### config.mk
export PLATFORM = sky130hd
export DESIGN_NAME = shgu_front
export DESIGN_NICKNAME = d
export VERILOG_FILES = /design/src/hw/rtl/sequenced_height_grid_update_top_defines.svh /design/src/hw/rtl/shgu_pkg.sv /design/src/hw/rtl/shgu_front.sv
export SDC_FILE = /design/constraint.sdc
export NUM_CORES = 1
export LEC_CHECK = 0
export ABC_CLOCK_PERIOD_IN_PS = 4250
export BUFFER_PORTS_ARGS = -buffer_cell sky130_fd_sc_hd__buf_2
export CAP_MARGIN = 15
export CELL_PAD_IN_SITES_DETAIL_PLACEMENT = 1
export CELL_PAD_IN_SITES_GLOBAL_PLACEMENT = 1
export CORE_MARGIN = 1
export CORE_UTILIZATION = 36
export CTS_CLUSTER_SIZE = 30
export DETAILED_ROUTE_END_ITERATION = 7
export PLACE_DENSITY_LB_ADDON = 0.1
export SYNTH_ARGS = -nofsm -noshare
export SYNTH_HDL_FRONTEND = slang
export SYNTH_SLANG_ARGS = --single-unit
### constraint.sdc
create_clock -name clock -period 4.25 [get_ports clock]
set_input_delay 0.425 -clock clock [delete_from_list [all_inputs] [get_ports clock]]
set_output_delay 0.425 -clock clock [all_outputs]
set_load 0.05 [all_outputs]
### src/hw/rtl/sequenced_height_grid_update_top_defines.svh
// ----------------------------------------------------------------------------
// Assertion macros for the height grid update block
// Shared concurrent assertion forms, clocked on clock and quiet in reset.
// ----------------------------------------------------------------------------
`ifndef SEQUENCED_HEIGHT_GRID_UPDATE_TOP_DEFINES_SVH
`define SEQUENCED_HEIGHT_GRID_UPDATE_TOP_DEFINES_SVH

// same-cycle implication
`define SHGU_ASSERT_IMP(label, ante, cons, msg) \
   label: assert property (@(posedge clock) disable iff (reset) (ante) |-> (cons)) \
      else $error(msg);

// next-cycle implication
`define SHGU_ASSERT_NXT(label, ante, cons, msg) \
   label: assert property (@(posedge clock) disable iff (reset) (ante) |=> (cons)) \
      else $error(msg);

`endif

### src/hw/rtl/shgu_pkg.sv
`timescale 1ns / 1ps
// ----------------------------------------------------------------------------
// shgu_pkg
// Types and constants shared by the height grid update modules.
// ----------------------------------------------------------------------------
package shgu_pkg;

   localparam int GRID_MAX_SIDE = 256; // cells per side of the height store
   localparam int CFG_W     = 9;   // config register width, also max coordinate width
   localparam int CHUNK_W   = 10;  // signed chunk coordinate width
   localparam int SEQ_W     = 32;
   localparam int FIELD_W   = 16;
   localparam int HEIGHT_W  = 8;
   localparam int DIV_CNT_W = $clog2(CFG_W);

   localparam int REQ_DATA_W = 80;
   localparam int RSP_DATA_W = 24;

   // status codes; ST_WRITTEN on a queued command means "apply the edit"
   localparam logic [1:0] ST_WRITTEN   = 2'd0;
   localparam logic [1:0] ST_UNCHANGED = 2'd1;
   localparam logic [1:0] ST_SEQ_ERR   = 2'd2;
   localparam logic [1:0] ST_BOUNDS    = 2'd3;

   localparam logic KIND_MARK   = 1'b0;
   localparam logic KIND_STATUS = 1'b1;

   localparam logic [1:0] CSR_GRID_SIDE   = 2'd0;
   localparam logic [1:0] CSR_LAYER_COUNT = 2'd1;
   localparam logic [1:0] CSR_CHUNK_SIDE  = 2'd2;

   typedef struct packed {
      logic [CFG_W-1:0] grid_side;   // already clamped to the grid maximum
      logic [CFG_W-1:0] layer_count;
      logic [CFG_W-1:0] chunk_side;
   } cfg_type;

   typedef struct packed {
      logic [1:0]          code;
      logic [CFG_W-1:0]    x;
      logic [CFG_W-1:0]    z;
      logic [HEIGHT_W-1:0] elev;
   } cmd_type;

   typedef struct packed {
      logic [CFG_W-1:0] quo_x;
      logic [CFG_W-1:0] rem_x;
      logic [CFG_W-1:0] quo_z;
      logic [CFG_W-1:0] rem_z;
   } div_res_type;

endpackage

### src/hw/rtl/shgu_front.sv
`timescale 1ns / 1ps
// ----------------------------------------------------------------------------
// shgu_front
// Accepts edit words, checks sequence and bounds, clamps the elevation and
// pushes a command into the queue. Owns the last-applied sequence number.
// ----------------------------------------------------------------------------
module shgu_front
   import shgu_pkg::*;
(
   input  logic                  clock,
   input  logic                  reset,
   input  logic                  req_tvalid,
   output logic                  req_tready,
   input  logic [REQ_DATA_W-1:0] req_tdata,
   input  cfg_type               cfg,
   input  logic                  clear_done,
   input  logic                  q_full,
   output logic                  push,
   output cmd_type               push_cmd
);

   logic [SEQ_W-1:0]   last_ff;
   logic [SEQ_W-1:0]   seq;
   logic [FIELD_W-1:0] col;
   logic [FIELD_W-1:0] row;
   logic [FIELD_W-1:0] elev;
   logic               seq_ok;
   logic               zero_cfg;
   logic               in_bounds;
   logic [CFG_W-1:0]   layer_m1;
   logic [HEIGHT_W-1:0] hi;
   logic [HEIGHT_W-1:0] elev_c;

   assign seq  = req_tdata[31:0];
   assign col  = req_tdata[47:32];
   assign row  = req_tdata[63:48];
   assign elev = req_tdata[79:64];

   assign req_tready = clear_done && !q_full;
   assign push       = req_tvalid && req_tready;

   assign seq_ok   = (seq == last_ff + 32'd1);
   assign zero_cfg = (cfg.grid_side == '0) || (cfg.layer_count == '0) ||
                     (cfg.chunk_side == '0);
   assign in_bounds = !col[15] && !row[15] &&
                      (col[14:0] < 15'(cfg.grid_side)) &&
                      (row[14:0] < 15'(cfg.grid_side));

   // clamp ceiling is layer_count - 1, capped at the height width
   assign layer_m1 = cfg.layer_count - 9'd1;
   assign hi       = (layer_m1 > 9'd255) ? 8'hFF : layer_m1[7:0];

   always_comb begin
      if (elev[15]) begin
         elev_c = '0;
      end else if (elev[14:0] > 15'(hi)) begin
         elev_c = hi;
      end else begin
         elev_c = elev[7:0];
      end
   end

   always_comb begin
      push_cmd.x    = col[CFG_W-1:0];
      push_cmd.z    = row[CFG_W-1:0];
      push_cmd.elev = elev_c;
      if (!seq_ok) begin
         push_cmd.code = ST_SEQ_ERR;
      end else if (zero_cfg || !in_bounds) begin
         push_cmd.code = ST_BOUNDS;
      end else begin
         push_cmd.code = ST_WRITTEN;
      end
   end

   // written and unchanged edits both advance the sequence
   always_ff @(posedge clock) begin
      if (reset) begin
         last_ff <= '0;
      end else if (push && push_cmd.code == ST_WRITTEN) begin
         last_ff <= seq;
      end
   end

endmodule

# [Yosys cells after proc, flatten, opt, wreduce, memory -nomap -nowiden]
# Cells that the tools add are included.
[word_totals] ram_bits=0 mem_count=0 output_inout_bits=30 word_cells=30 regBits=32 in_bits=112 latchBits=0 romBits=0
[op_classes] n_reduce_logical=17 shift=0 eq_ne=1 addsub=2 n_div=0 mul=0 muxes=5 n_bitwise=0 order_cmp=4
[op_table] operator="adder 32 x 1 -> 32 bit, second input constant" count=1
[op_table] operator="== test 32 bit" count=1
[op_table] operator="less-than comparator 15 x 9 -> 1 bit" count=2
[op_table] operator="logical NOT 9 bit" count=3
[op_table] operator="2-to-1 mux 8 bit" count=3
[op_table] operator="greater-than comparator 15 x 8 -> 1 bit" count=1
[op_table] operator="greater-than comparator 9 x 8 -> 1 bit, second input constant" count=1
[op_table] operator="subtractor 9 x 1 -> 9 bit, second input constant" count=1
[op_table] operator="logical AND 1 bit" count=6
[op_table] operator="logical NOT 1 bit" count=4
[op_table] operator="2-to-1 mux 2 bit" count=2
[op_table] operator="logical OR 1 bit" count=3
[op_table] operator="logical NOT 2 bit" count=1

# [Logic depth before layout (Yosys ltp)]
[depth] depth_word=10 mapped_depth=16 depth_no_buf=16

# [Worst setup path after synthesis]
# Ideal clock, no wire load.
[synth_path] path_type="in2out" startpoint="input port cfg[13] (netlist bit)" endpoint="output port push_cmd[0] (netlist bit)" t_arrival_ns=4.257 n_path_buf=1 stages=14 t_required_ns=3.825 slack_ns=-0.432 path_cell_list="clkbuf_1 nor3_1 nand2_1 xor2_1 a21boi_0 and3_1 ha_1 o21a_1 o21a_1 o21a_1 o21a_1 o211ai_1 nand2_1 a311oi_1"
[synth_lines] element="from (decl)" line_no="shgu_front.sv:15" text="input cfg_type cfg,"
[synth_lines] element="to (decl)" line_no="shgu_front.sv:19" text="output cmd_type push_cmd"

==> key figures <==
Status
  • Status: complete, no violations

Finish
  • Most frequent cells in the layout: buf_2 (137), nand4_1 (52), a21oi_1 (48), dfxtp_1 (32), ha_1 (27)
  • Biggest register: last_ff
  • Synth-to-layout area growth: 23.67%
  • Ant diodes: 0
  • Top flop regs: last_ff (32)
  • Fraction of layout cells with a size suffix above 1: 0.3083
  • Max reg flops: 32
  • Most common cell after layout, fill and taps aside: buf_2
  • Post-layout nets: 754
  • Cell area after layout: 4726 sq um

Synthesis
  • Post-synthesis async set-or-reset flop share: 0
  • Post-synth cell types: 59
  • Flops & latches, synth: 32
  • Synthesized area: about 3800 sq um
  • Synth warnings: 0
  • EDFF count, synth: 0
  • Gate Count Post-Synth: 497
  • Synth Flop Type: dfxtp_1
  • Post-synthesis sequential area ratio: 0.1676
  • Post-synthesis area per instance: 7.688 sq um
  • Syn_nets: 636

Power and ir drop
  • Final Power: roughly 0.8 mW
  • Power density cells: 168.8 nW/um^2
  • Switching Power: 0.2865 mW
  • Internal power: 0.5114 mW
  • Seq pwr share: 0.376
  • Pleak: 1.881 nW
  • Sw frac: 0.3590
  • Clock network fraction of total power: 0.274
  • Combinational fraction of design power: 0.350
  • VDD IR max: 0.08436 mV

Placed design
  • IO buf count: around 140
  • RePlAce Congestion: 0.8546
  • Placed Instance Area: 4607 sq um
  • Hpwl dp: 10560 um

Floorplan
  • Row count: 37
  • Initial core utilization: 0.3701
  • Die X: 105.0 um
  • IO Count: 142
  • Core area: 10320 sq um
  • Die ar.: around 11000 sq um
  • Chip Height: 105.0 um

STA
  • Setup-failing EPs final: 0
  • Hold Vio Cnt, Final: 0
  • Max_slew headroom: 0.4228
  • Fin crit period: 4.061 ns
  • Pins over their slew limit: 0
  • Worst-margin pin slew: 0.8637 ns
  • Fin crit share: 0.9554
  • Final Skew: 0.008918 ns
  • Max Clock Freq: 0.2463 GHz

Global routing
  • Tot GR Track Use: 0.2450
  • Grt met1 use: 0.3078
  • Initial antenna violation count: 0
  • Total grt overflow: 0
  • Routing usage on met3: 0.02994
  • First-pass GRT wire length: 22350 um
  • GRT busiest layer: met2
  • M2 GR Usage: 0.4390
  • Largest net degree at the start of global routing: 33
  • Number of global-route vias before repair: around 4600

Drt
  • DRC: 0
  • Total number of vias: roughly 4500
  • DRT antenna net count: 0
  • Vias per cell: between 5 and 6
  • Drt pass-1 iters: 4
  • Wire length per cell: between 15 and 20 um
  • Final wirelength: 13570 um
  • 1st-iter DRT viols: 160

Clock tree
  • Num CTS Buffers: 5
  • Clock buffer depth: 2
  • Clk_lat worst skew: 0.28 ns
  • Hold-fix buffers, CTS: 0
  • # clock sinks: 32
  • Clk slew on worst S/H paths: approximately 0.070 ns
  • CTS tree: done
  • CTS root buffer: clkbuf_8
  • H-tree Lvls: 2

Critical path
  • CP Max Fanout: 7
  • Crit-path leading delay family: compound AO/OA/AOI/OAI gates
  • Crit path largest cell delay: approximately 0.29 ns
  • Worst path cell trace: buf_2 -> inv_1 -> ha_1 -> nand2_1 -> buf_4 -> and3_1 -> o21ai_0 -> nand2_1 -> a21boi_1 -> and3_1 -> ha_1 -> o21a_1 -> o21a_1 -> o21a_1 -> o21a_1 -> o211ai_1 -> nand2_2 -> a211oi_1 -> buf_2
  • Critical path buffers and inverters: 4
  • Critical Path AT: 3.64 ns
  • WP data required: 3.83 ns
  • Crit end category: output port
  • Worst path slowest cell: buf_2
  • Most common cell on crit path: o21a_1
  • Setup CP Type: in2out
  • Startpoint types: input port
  • R2R Setup Slk: 0.78 ns

Run
  • MaxCap Viol Count: 0

Min path
  • Tightest Hold Check Type: in2reg
==> final cells by class <==
| class | instances | area (sq um) |
|---|---|---|
| multi-input cells | 401 | 2935 |
| repair buffers | 159 | 850.8 |
| clock buffers | 5 | 68.82 |
| well taps | 136 | 170.2 |
| fillers | 1324 | 5598 |
| inverters | 16 | 60.06 |
| flip-flops and latches | 32 | 640.6 |
==> final timing paths <==
check / from / end / depth (start not counted)
worst max-delay path: cfg[9] / push_cmd[6] / 19
worst min register to register: last_ff[31] / last_ff[31] / 2
worst max register to register: last_ff[0] / last_ff[15] / 10
worst min-delay path: req_tdata[22] / last_ff[22] / 3
==> cells in the mapped netlist (9+ instances only) <==
cell type	count	area, sq um
o41ai_1	22	192.7
ha_1	27	337.8
nand2_1	26	97.59
o41ai_2	10	162.7
xnor2_1	25	219.0
nand4_1	52	325.3
nor2_1	24	90.09
xor2_1	18	157.7
clkbuf_1	22	82.58
nor3_1	23	115.1
inv_1	16	60.06
nand3_1	11	55.05
a211oi_1	9	67.56
dfxtp_1	32	640.6
a21oi_1	49	245.2
buf_4	19	142.6
nor4_1	12	75.07
==> cell families after synthesis <==
logic type / after synthesis / synth area share
AO/OA/AOI/OAI: 138 / 0.2734
XOR/XNOR: 43 / 0.09856
adder cells (fa/ha/maj): 27 / 0.08841
buffers and inverters: 64 / 0.08251
flip-flops: 32 / 0.1676
multiplexers: 4 / 0.01048
AND/OR/NAND/NOR: 189 / 0.2790
==> power by group through the flow <==
stage | Combinational [mW] | Clock [mW] | Sequential, mW
4_1_cts | 0.278 | 0.227 | 0.300
3_5_place_dp | 0.277 | 0 | 0.307
3_3_place_gp | 0.269 | 0 | 0.307
5_1_grt | 0.306 | 0.237 | 0.299
6_report | 0.279 | 0.219 | 0.300
2_1_floorplan | 0.171 | 0 | 0.307
==> tightest hold or removal path, stage by stage <==
cell	delay, ns
buf_2	0.11
nand4_1	0.06
a21oi_1	0.05
==> per-layer routing <==
layer / part of all wire / routed length [um]
met1: 0.46 / 6218
met2: 0.49 / 6663
met3: 0.035 / 475
met4: 0.016 / 216
met5: 0 / 0
==> timing repair <==
| action | 4_1_cts | 5_1_grt |
|---|---|---|
| endpoints found under the setup margin | 1 | 8 |
| buffers inserted | 0 | 1 |
| pin swaps | 0 | 1 |
| hold endpoints to repair | 0 | 0 |
| gates resized for setup | 1 | 13 |
==> through the flow <==
step           TNS (ns)  utilization  std cells  hold WS (ns)  setup WS [ns]
6_report              0       0.4578        749        0.4033         0.1894
3_3_place_gp          0       0.4462        743        0.4608         0.1217
2_1_floorplan    -2.546            -        497        0.4543        -0.4229
5_1_grt        -0.03640       0.4578        749        0.4173       -0.01194
3_5_place_dp   -0.01908       0.4462        743        0.4744       -0.01908
4_1_cts               0       0.4536        748        0.3997        0.01491
No activity file was read; power rests on OpenSTA's default activity.
