**src/hw/rtl/sequenced_height_grid_update_top_defines.svh**
```systemverilog
// ----------------------------------------------------------------------------
// Assertion macros for the height grid update block
// Shared concurrent assertion forms, clocked on clock and quiet in reset.
// ----------------------------------------------------------------------------
`ifndef SEQUENCED_HEIGHT_GRID_UPDATE_TOP_DEFINES_SVH
`define SEQUENCED_HEIGHT_GRID_UPDATE_TOP_DEFINES_SVH

// same-cycle implication
`define SHGU_ASSERT_IMP(label, ante, cons, msg) \
   label: assert property (@(posedge clock) disable iff (reset) (ante) |-> (cons)) \
      else $error(msg);

// next-cycle implication
`define SHGU_ASSERT_NXT(label, ante, cons, msg) \
   label: assert property (@(posedge clock) disable iff (reset) (ante) |=> (cons)) \
      else $error(msg);

`endif

```
**src/hw/rtl/shgu_pkg.sv**
```systemverilog
`timescale 1ns / 1ps
// ----------------------------------------------------------------------------
// shgu_pkg
// Types and constants shared by the height grid update modules.
// ----------------------------------------------------------------------------
package shgu_pkg;

   localparam int GRID_MAX_SIDE = 256; // cells per side of the height store
   localparam int CFG_W     = 9;   // config register width, also max coordinate width
   localparam int CHUNK_W   = 10;  // signed chunk coordinate width
   localparam int SEQ_W     = 32;
   localparam int FIELD_W   = 16;
   localparam int HEIGHT_W  = 8;
   localparam int DIV_CNT_W = $clog2(CFG_W);

   localparam int REQ_DATA_W = 80;
   localparam int RSP_DATA_W = 24;

   // status codes; ST_WRITTEN on a queued command means "apply the edit"
   localparam logic [1:0] ST_WRITTEN   = 2'd0;
   localparam logic [1:0] ST_UNCHANGED = 2'd1;
   localparam logic [1:0] ST_SEQ_ERR   = 2'd2;
   localparam logic [1:0] ST_BOUNDS    = 2'd3;

   localparam logic KIND_MARK   = 1'b0;
   localparam logic KIND_STATUS = 1'b1;

   localparam logic [1:0] CSR_GRID_SIDE   = 2'd0;
   localparam logic [1:0] CSR_LAYER_COUNT = 2'd1;
   localparam logic [1:0] CSR_CHUNK_SIDE  = 2'd2;

   typedef struct packed {
      logic [CFG_W-1:0] grid_side;   // already clamped to the grid maximum
      logic [CFG_W-1:0] layer_count;
      logic [CFG_W-1:0] chunk_side;
   } cfg_type;

   typedef struct packed {
      logic [1:0]          code;
      logic [CFG_W-1:0]    x;
      logic [CFG_W-1:0]    z;
      logic [HEIGHT_W-1:0] elev;
   } cmd_type;

   typedef struct packed {
      logic [CFG_W-1:0] quo_x;
      logic [CFG_W-1:0] rem_x;
      logic [CFG_W-1:0] quo_z;
      logic [CFG_W-1:0] rem_z;
   } div_res_type;

endpackage

```
**src/hw/rtl/shgu_queue.sv**
```systemverilog
`timescale 1ns / 1ps
// ----------------------------------------------------------------------------
// shgu_queue
// Two-entry command queue between front and back.
// ----------------------------------------------------------------------------
module shgu_queue
   import shgu_pkg::*;
(
   input  logic    clock,
   input  logic    reset,
   input  logic    push,
   input  cmd_type push_cmd,
   input  logic    pop,
   output logic    head_valid,
   output cmd_type head_cmd,
   output logic    full
);

   cmd_type    slot_ff [2];
   logic       wr_ff;
   logic       rd_ff;
   logic [1:0] count_ff;

   assign head_valid = (count_ff != 2'd0);
   assign full       = (count_ff == 2'd2);
   assign head_cmd   = slot_ff[rd_ff];

   always_ff @(posedge clock) begin
      if (push) begin
         slot_ff[wr_ff] <= push_cmd;
      end
   end

   always_ff @(posedge clock) begin
      if (reset) begin
         wr_ff    <= 1'b0;
         rd_ff    <= 1'b0;
         count_ff <= 2'd0;
      end else begin
         if (push) begin
            wr_ff <= ~wr_ff;
         end
         if (pop) begin
            rd_ff <= ~rd_ff;
         end
         if (push && !pop) begin
            count_ff <= count_ff + 2'd1;
         end else if (pop && !push) begin
            count_ff <= count_ff - 2'd1;
         end
      end
   end

endmodule

```
**config.mk**
```make
export PLATFORM = sky130hd
export DESIGN_NAME = shgu_queue
export DESIGN_NICKNAME = d
export VERILOG_FILES = /design/src/hw/rtl/sequenced_height_grid_update_top_defines.svh /design/src/hw/rtl/shgu_pkg.sv /design/src/hw/rtl/shgu_queue.sv
export SDC_FILE = /design/constraint.sdc
export NUM_CORES = 1
export LEC_CHECK = 0
export BUFFER_PORTS_ARGS = -buffer_cell sky130_fd_sc_hd__buf_2
export CAP_MARGIN = 20
export CORE_AREA = 3 3 81 68
export DETAILED_ROUTE_END_ITERATION = 7
export DIE_AREA = 0 0 84 71
export PLACE_DENSITY = 0.69
export REMOVE_ABC_BUFFERS = 1
export SETUP_SLACK_MARGIN = 0.05
export SYNTH_ARGS = -nofsm -noshare
export SYNTH_HDL_FRONTEND = slang
export SYNTH_SLANG_ARGS = --single-unit
```
**constraint.sdc**
```tcl
create_clock -name clock -period 2.2 [get_ports clock]
set_input_delay 0.33 -clock clock [delete_from_list [all_inputs] [get_ports clock]]
set_output_delay 0.33 -clock clock [all_outputs]
set_load 0.03 [all_outputs]
```
# Word level (Yosys, flattened, before mapping)

Memory sizes are Yosys's and may differ from the RTL's. A register that Yosys moved wholly into a read port is not among the register bits.
Cells that the tools add are included.

Bits in registers: 4
Bits in writable memories: 56
Bits of input ports: 32
Output and inout port bits: 30
Word-level logic and storage cells: 21
Memories: 1

$add $sub $neg: 2
Equality and inequality tests: 1
Muxes and demuxes: 6
Bitwise logic cells: 2
Reductions and logical operators: 6

Memories:

| name    | words | width | read ports | clocked after memory_dff | write ports | RTL line         | text |
|---|---|---|---|---|---|---|---|
| slot_ff | 2     | 28    | 1          | 1                        | 1           | shgu_queue.sv:19 | `cmd_type slot_ff [2];` |

Operators by type and width:

| kind                  | number |
|---|---|
| $mux W1               | 4 |
| $mux W2               | 2 |
| $reduce_bool A2 Y1    | 2 |
| $add A2 B1 Y2 const B | 1 |
| $eq A2 B2 Y1 const B  | 1 |
| $logic_and A1 B1 Y1   | 2 |
| $logic_not A1 Y1      | 2 |
| $not A1 Y1            | 2 |
| $sub A2 B1 Y2 const B | 1 |

# Longest topological paths before layout

Gate-level depths: netlist of the first run.

Depth in word-level cells: 4
Mapped depth: 5
Gate-level depth less buffers: 5

# Worst setup path before layout of the first run

Ideal clock, no wire load.

Kind: input-to-reg
Start: input port push
End: memory slot_ff[0][0] (netlist bit), enable pin
Setup time: 0.416 ns
Arrival time: 1.607 ns
Data required time: 1.784 ns
Setup slack: 0.177 ns
Stages on the path: 1
Path buffers: 0
Cell sequence: nor2b_1

Longest elaborated chain between the ends: 2

RTL lines:

| what                          | RTL line         | text |
|---|---|---|
| start, declared               | shgu_queue.sv:11 | `input logic push,` |
| $mux W1                       | shgu_queue.sv:29 | `if (push) begin` |
| $mux W1 (implied by the code) | shgu_queue.sv:30 | `slot_ff[wr_ff] <= push_cmd;` |
| end, declared                 | shgu_queue.sv:19 |  |

No other way between the ends.

==> impl_metrics.py, run 1 <==
metrics = {
    "status": {
        "outcome": "complete, no violations",
    },
    "global_routing": {
        "gr-total-overflow": 0,
        "grt_pass1_wl_mm": 6.32,
        "first_global_vias": 1327,
        "grt_max_degree": 17,
        "initial_antenna_violation_count": 0,
        "track_usage_pct": 14.3,
    },
    "route": {
        "drt-wirelength-per-cell_um": 15.5,
        "drt_first_iter_violations": 42,
        "top_layer_used": "met4",
        "drc_errors": 0,
        "route.layer.met1.wl_mm": 1.65,
        "ant_nets": 0,
        "route.vias.total": 1206,
        "drt_wl_total_mm": 3.88,
        "first_pass_iters": 4,
        "met3_length_um": 370,
        "post_drt_via_cell_ratio": 4.80,
        "wl_met2_mm": 1.85,
    },
    "timing": {
        "worst_clk_skew_ns": 0.00354,
        "finalHoldViolations": 0,
        "timing.setup.tns_ns": 0,
        "fin_worst_hold_slack_ns": 0.193,
        "grt_setup_unrepaired": "false",
        "fmax_mhz": 568,
        "finalCritPeriodShare_pct": 80.0,
        "finalSetupViolCount": 0,
        "period_needed_ns": 1.76,
        "worst_slack_ns": 0.441,
        "timing.final.max_slew_violations": 0,
        "timing.slew.headroom_pct": 66.8,
        "worst-slew-pin-transition_ns": 0.496,
    },
    "synth": {
        "ys_top_cells_by_area": "sky130_fd_sc_hd__edfxtp_1, sky130_fd_sc_hd__mux2_2, sky130_fd_sc_hd__dfxtp_1, sky130_fd_sc_hd__buf_6, sky130_fd_sc_hd__xnor2_1",
        "number_of_distinct_library_cells_after_synthesis": 17,
        "syn-instance-count": 109,
        "synth_area_mm2": 0.00223,
        "synthesis.area_per_instance_um2": 20.5,
        "synthDominantCellAreaShare_pct": 75.3,
        "synth_warnings": 0,
        "synth.yosys.seq_area_share_pct": 79.7,
        "postSynthRegisterBits": 61,
        "post-synth-top-area-cell": "sky130_fd_sc_hd__edfxtp_1",
    },
    "power_and_ir_drop": {
        "vdd.ir_drop.worst_v": 0.000500,
        "p_leak_nw": 1.08,
        "power.density_cell_area_mw_per_mm2": 909,
    },
    "floorplan": {
        "row_count": 23,
        "pin_count": 62,
        "die_h_um": 71,
        "fp.dieArea_mm2": 0.00596,
        "start_util_pct": 45.9,
        "die-width_um": 84,
        "floorplan.core_area_mm2": 0.00486,
    },
    "worst_setup_path": {
        "worst_path_largest_cell_delay_ns": 0.37,
        "cp_num_buf_inv": 2,
        "worst-r2r-cell-count": 2,
        "timing.critical_path.to_type": "output pin",
        "cp_max_fo": 16,
        "crit_cells": 3,
        "timing.critical_path.from_type": "flop",
        "critical-path-top-delay-family": "buffers and inverters",
        "timing.critical_path.slowest_stage_cell": "sky130_fd_sc_hd__mux2_2",
        "critical_path.cell_chain": "buf_4, mux2_2, buf_2",
        "worst-endpoint-arrival_ns": 1.43,
        "criticalPathCategory": "reg2out",
        "cp_required_ns": 1.87,
    },
    "clocking": {
        "post_cts_buffers": 0,
        "cts_tree": "done",
        "cts.hold.buffers_added": 0,
        "cts_inserted_buffers": 9,
        "htree_num_levels": 3,
        "cts.repair.resized": 0,
        "buffer_cell_driving_the_clock_tree_root": "sky130_fd_sc_hd__clkbuf_8",
        "clock_buffer_depth": 2,
        "clkTransAtPathRegs_ns": 0.06,
        "worstSkewPairLatency_ns": 0.32,
        "cts_sink_cnt": 61,
    },
    "cells_and_area": {
        "layout-drive-gt1-share_pct": 58.2,
        "nets": 217,
        "fillers": 413,
        "antenna_cells_inserted": 0,
        "area_growth_syn_to_layout_pct": 24.9,
    },
    "job": {
        "drv_cap": 0,
    },
    "min_path": {
        "hold_class": "in2reg",
        "holdPathStages": 1,
    },
    "placed_design": {
        "routabilityCongestion": 0.718,
        "pre_cts_ws_ns": 0.657,
        "port_buffers": 61,
        "hpwlAfterDp_mm": 2.82,
    },
}
path summary, 6_finish.rpt:
| path | from | endpoint | slack, ns |
|---|---|---|---|
| worst max register to register | wr_ff$_SDFFE_PP0P_ | slot_ff[0][23]$_DFFE_PP_ | 0.82 |
| worst max-delay path | flop | head_cmd[25] | 0.44 |
| worst min-delay path | push_cmd[10] | slot_ff[1][10]$_DFFE_PP_ | 0.19 |
| worst min register to register | count_ff[1]$_SDFFE_PP0P_ | count_ff[1]$_SDFFE_PP0P_ | 0.51 |
sequential cells by signal, indices dropped and copies added, names as in the netlist, named ones only:
register  cells
wr_ff         1
rd_ff         1
slot_ff      56
count_ff      2
metal layers:
layer,GRT usage (%),vias up
li1,-,568
met1,16.5,584
met2,22.5,52
met3,9.31,2
met4,3.75,0
met5,0,-
kinds of logic (layout without fill, tap and decap cells):
| logic type | after synthesis | count (layout) | share of synthesized area [%] |
|---|---|---|---|
| flip-flops | 61 | 61 | 79.7 |
| buffers and inverters | 4 | 84 | 1.40 |
| adder cells (fa/ha/maj) | 1 | 1 | 0.560 |
| AO/OA/AOI/OAI | 2 | 2 | 0.447 |
| XOR/XNOR | 4 | 4 | 1.57 |
| AND/OR/NAND/NOR | 9 | 9 | 2.18 |
| multiplexers | 28 | 28 | 14.1 |
where the power goes:
part | switching, W | internal [W]
sequential | 0.0000235 | 0.00135
combinational | 0.000248 | 0.000147
clock | 0.000367 | 0.000404
total | 0.000638 | 0.00190
Yosys cell counts (all sizes together):
master	instances
xor2	2
o21ai	1
or2	1
nor2	4
ha	1
or3	1
inv	1
buf	3
nor2b	1
mux2	28
and2	1
edfxtp	56
a21oi	1
xnor2	2
dfxtp	5
and2b	1
final cells by class:
type | count | area, µm² | area share, %
flip-flops and latches | 61 | 1780 | 63.8
multi-input cells | 44 | 424 | 15.2
repair buffers | 67 | 350 | 12.6
clock buffers | 13 | 139 | 4.98
well taps | 62 | 77.6 | 2.78
clock inverters | 3 | 15.0 | 0.538
inverters | 1 | 3.75 | 0.134
metrics by stage:
| step | std cells | power (W) | utilization, % | cell area (µm²) |
|---|---|---|---|---|
| global placement | 235 | 0.00178 | 54.2 | 2640 |
| detailed placement | 235 | 0.00180 | 54.2 | 2640 |
| global route | 251 | 0.00267 | 57.4 | 2790 |
| CTS | 251 | 0.00258 | 57.4 | 2790 |
| finish | 251 | 0.00254 | 57.4 | 2790 |
| floorplan | 106 | 0.00166 | - | 2210 |
placed cells by master (no fill, tap or decap), types with 2 or more instances in the layout:
master / synthesis / layout
sky130_fd_sc_hd__clkbuf_1: 0 / 4
sky130_fd_sc_hd__dfxtp_1: 5 / 5
sky130_fd_sc_hd__buf_4: 0 / 6
sky130_fd_sc_hd__clkinv_2: 0 / 3
sky130_fd_sc_hd__xor2_1: 2 / 2
sky130_fd_sc_hd__edfxtp_1: 56 / 56
sky130_fd_sc_hd__nor2_1: 4 / 4
sky130_fd_sc_hd__mux2_2: 28 / 28
sky130_fd_sc_hd__xnor2_1: 2 / 2
sky130_fd_sc_hd__buf_2: 1 / 61
sky130_fd_sc_hd__clkbuf_8: 0 / 9
Note: power is estimated with default switching activity, not from simulation.
==> run 2: changes to the inputs <==
Clock period 2.2 ns to 1.7 ns, I/O delays scaled along.
==> run 2 against run 1 <==
  * Largest power group unchanged
  * Total power increased by 48%
  * Highest routed layer unchanged
  * First-iteration DRC count grew 69%
  * Worst setup slack got worse by 0.39 ns
  * Count of clock-buffer cells in the layout is 2 lower
  * Die area unchanged
  * Global-route usage shrank 0.80 points
  * Flip-flop and latch count is the same
==> impl_metrics.py, run 2 (synthesized netlist as in run 1, its figures left out) <==
metrics = {
    "placed_design": {
        "hpwlAfterDp_mm": 2.59,
        "port_buffers": 61,
        "routabilityCongestion": 0.689,
    },
    "worst_setup_path": {
        "critical-path-top-cell-by-count": "sky130_fd_sc_hd__buf_6",
        "timing.critical_path.slowest_stage_cell": "sky130_fd_sc_hd__dfxtp_4",
        "timing.rr.end": "slot_ff[1][12]$_DFFE_PP_",
        "criticalPathCategory": "reg2out",
        "worst_path_largest_cell_delay_ns": 0.41,
        "worst-endpoint-arrival_ns": 1.39,
        "timing.critical_path.from_type": "flop",
        "worst_r2r_startpoint": "wr_ff$_SDFFE_PP0P_",
        "critical_path.cell_chain": "buf_6, mux2_2, buf_6",
        "worst-r2r-cell-count": 2,
        "worst-r2r-setup-slack_ns": 0.55,
        "timing.critical_path.to_type": "output pin",
        "cp_required_ns": 1.44,
        "cp_max_fo": 6,
    },
    "clocking": {
        "cts_inserted_buffers": 9,
        "cts.hold.buffers_added": 0,
        "buffer_cell_driving_the_clock_tree_root": "sky130_fd_sc_hd__clkbuf_8",
        "cts_sink_cnt": 61,
        "htree_num_levels": 3,
        "worstSkewPairLatency_ns": 0.33,
        "clkTransAtPathRegs_ns": 0.07,
        "cts_tree": "done",
        "clock_buffer_depth": 2,
    },
    "route": {
        "wl_met2_mm": 2.05,
        "drt-wirelength-per-cell_um": 16.0,
        "drt_first_iter_violations": 71,
        "drt_wl_total_mm": 4.05,
        "ant_nets": 0,
        "route.layer.met1.wl_mm": 1.65,
        "met3_length_um": 310,
        "post_drt_via_cell_ratio": 4.70,
        "first_pass_iters": 4,
        "top_layer_used": "met4",
        "drc_errors": 0,
        "route.vias.total": 1190,
    },
    "timing": {
        "finalHoldViolations": 0,
        "timing.setup.tns_ns": 0,
        "finalSetupViolCount": 0,
        "finalCritPeriodShare_pct": 96.9,
        "fin_worst_hold_slack_ns": 0.113,
        "timing.final.max_slew_violations": 0,
        "period_needed_ns": 1.65,
        "grt_setup_unrepaired": "true",
        "worst-slew-pin-transition_ns": 0.291,
        "fmax_mhz": 607,
        "timing.slew.headroom_pct": 80.6,
        "worst_clk_skew_ns": 0.00400,
    },
    "global_routing": {
        "gr-total-overflow": 0,
        "initial_antenna_violation_count": 0,
        "track_usage_pct": 13.5,
        "first_global_vias": 1252,
        "grt_max_degree": 21,
        "grt_pass1_wl_mm": 5.90,
    },
    "power_and_ir_drop": {
        "p_clk_share_pct": 35.0,
        "power.density_cell_area_mw_per_mm2": 1210,
        "p_sw_share_pct": 23.5,
        "p_int_w": 0.00288,
        "combPwrFrac_pct": 17.6,
        "p_leak_nw": 1.23,
        "sequentialPowerShare_pct": 47.3,
        "vdd.ir_drop.worst_v": 0.000755,
        "total_switching_power_w": 0.000884,
    },
    "cells_and_area": {
        "largest_register_ffs": 56,
        "area_growth_syn_to_layout_pct": 39.8,
        "layout.cells.most_common": "sky130_fd_sc_hd__edfxtp_1",
        "top_regs": "slot_ff: 56 flops, count_ff: 2 flops",
        "largest_register": "slot_ff",
        "antenna_cells_inserted": 0,
        "layout-drive-gt1-share_pct": 59.2,
        "nets": 219,
        "final_core_utilization_pct": 64.2,
        "layout_common_cells": "sky130_fd_sc_hd__edfxtp_1, sky130_fd_sc_hd__buf_2, sky130_fd_sc_hd__buf_6, sky130_fd_sc_hd__mux2_2, sky130_fd_sc_hd__mux2_4",
        "fillers": 361,
    },
    "min_path": {
        "hold_end": "slot_ff[1][3]$_DFFE_PP_",
        "hold_class": "in2reg",
        "startpoint_of_the_tightest_hold_check_path": "push_cmd[3]",
        "holdPathStages": 1,
    },
    "floorplan": {
        "pin_count": 62,
        "start_util_pct": 45.9,
        "floorplan.core_area_mm2": 0.00486,
        "row_count": 23,
        "fp.dieArea_mm2": 0.00596,
        "die-width_um": 84,
        "die_h_um": 71,
    },
    "job": {
        "drv_cap": 0,
    },
    "status": {
        "outcome": "complete, no violations",
    },
}
## run 2: cell types whose count changed in the layout (fill, tap and decap cells not counted), sizes merged
cell / before / now
bufinv: 0 / 2
buf: 67 / 68
clkinvlp: 0 / 1
clkinv: 3 / 2
clkbuf: 13 / 12
## run 2: layout make-up
cell class,count,area (µm²),area share (%)
clock buffers,11,131,4.21
multi-input cells,44,473,15.1
well taps,62,77.6,2.48
flip-flops and latches,61,1790,57.1
repair buffers,69,578,18.5
inverters,1,3.75,0.120
clock inverters,5,75.1,2.40
## run 2: layer usage
| layer | global-route usage [%] | vias to the layer above |
|---|---|---|
| met2 | 22.4 | 49 |
| met1 | 14.7 | 562 |
| met4 | 3.75 | 0 |
| met5 | 0 | - |
| li1 | - | 571 |
| met3 | 8.38 | 8 |
## run 2: worst max-delay path by stage
stage | startpoint | endpoint | slack [ns] | cells past startpoint
after floorplan | wr_ff$_SDFFE_PP0P_ | slot_ff[0][0]$_DFFE_PP_ | -0.31 | 1
after global placement | flop | head_cmd[19] | 0.36 | 3
after detailed placement | flop | head_cmd[19] | 0.33 | 3
after CTS | flop | head_cmd[19] | 0.03 | 3
after global routing | flop | head_cmd[9] | 0.001 | 3
final | flop | head_cmd[9] | 0.05 | 3
## run 2: critical path: cells and delay by family, from the launching register on
family | cells | cell delay, ns
flops | 1 | 0.41
buf+inv | 2 | 0.30
mux | 1 | 0.35
## run 2: what timing repair did
action	CTS	global route
endpoints found under the setup margin	28	28
endpoints found under the hold margin	0	0
gates cloned	1	1
pin swaps	0	0
resized for setup	11	91
setup buffers	0	0
## run 2: stage by stage
stage                     cells  total power [W]  worst slack [ns]  cell area [µm²]
final                       253          0.00377            0.0535             3120
after global routing        253          0.00392           0.00109             3120
after CTS                   252          0.00367            0.0312             2880
after detailed placement    235          0.00232             0.330             2640
after global placement      235          0.00231             0.358             2640
after floorplan             106          0.00214            -0.308             2210
## run 2: power groups by stage
stage | combinational (W) | sequential (W) | clock, W
2_1_floorplan | 0.000328 | 0.00182 | 0
3_3_place_gp | 0.000507 | 0.00180 | 0
3_5_place_dp | 0.000515 | 0.00181 | 0
4_1_cts | 0.000536 | 0.00178 | 0.00135
5_1_grt | 0.000702 | 0.00179 | 0.00143
6_report | 0.000664 | 0.00178 | 0.00132
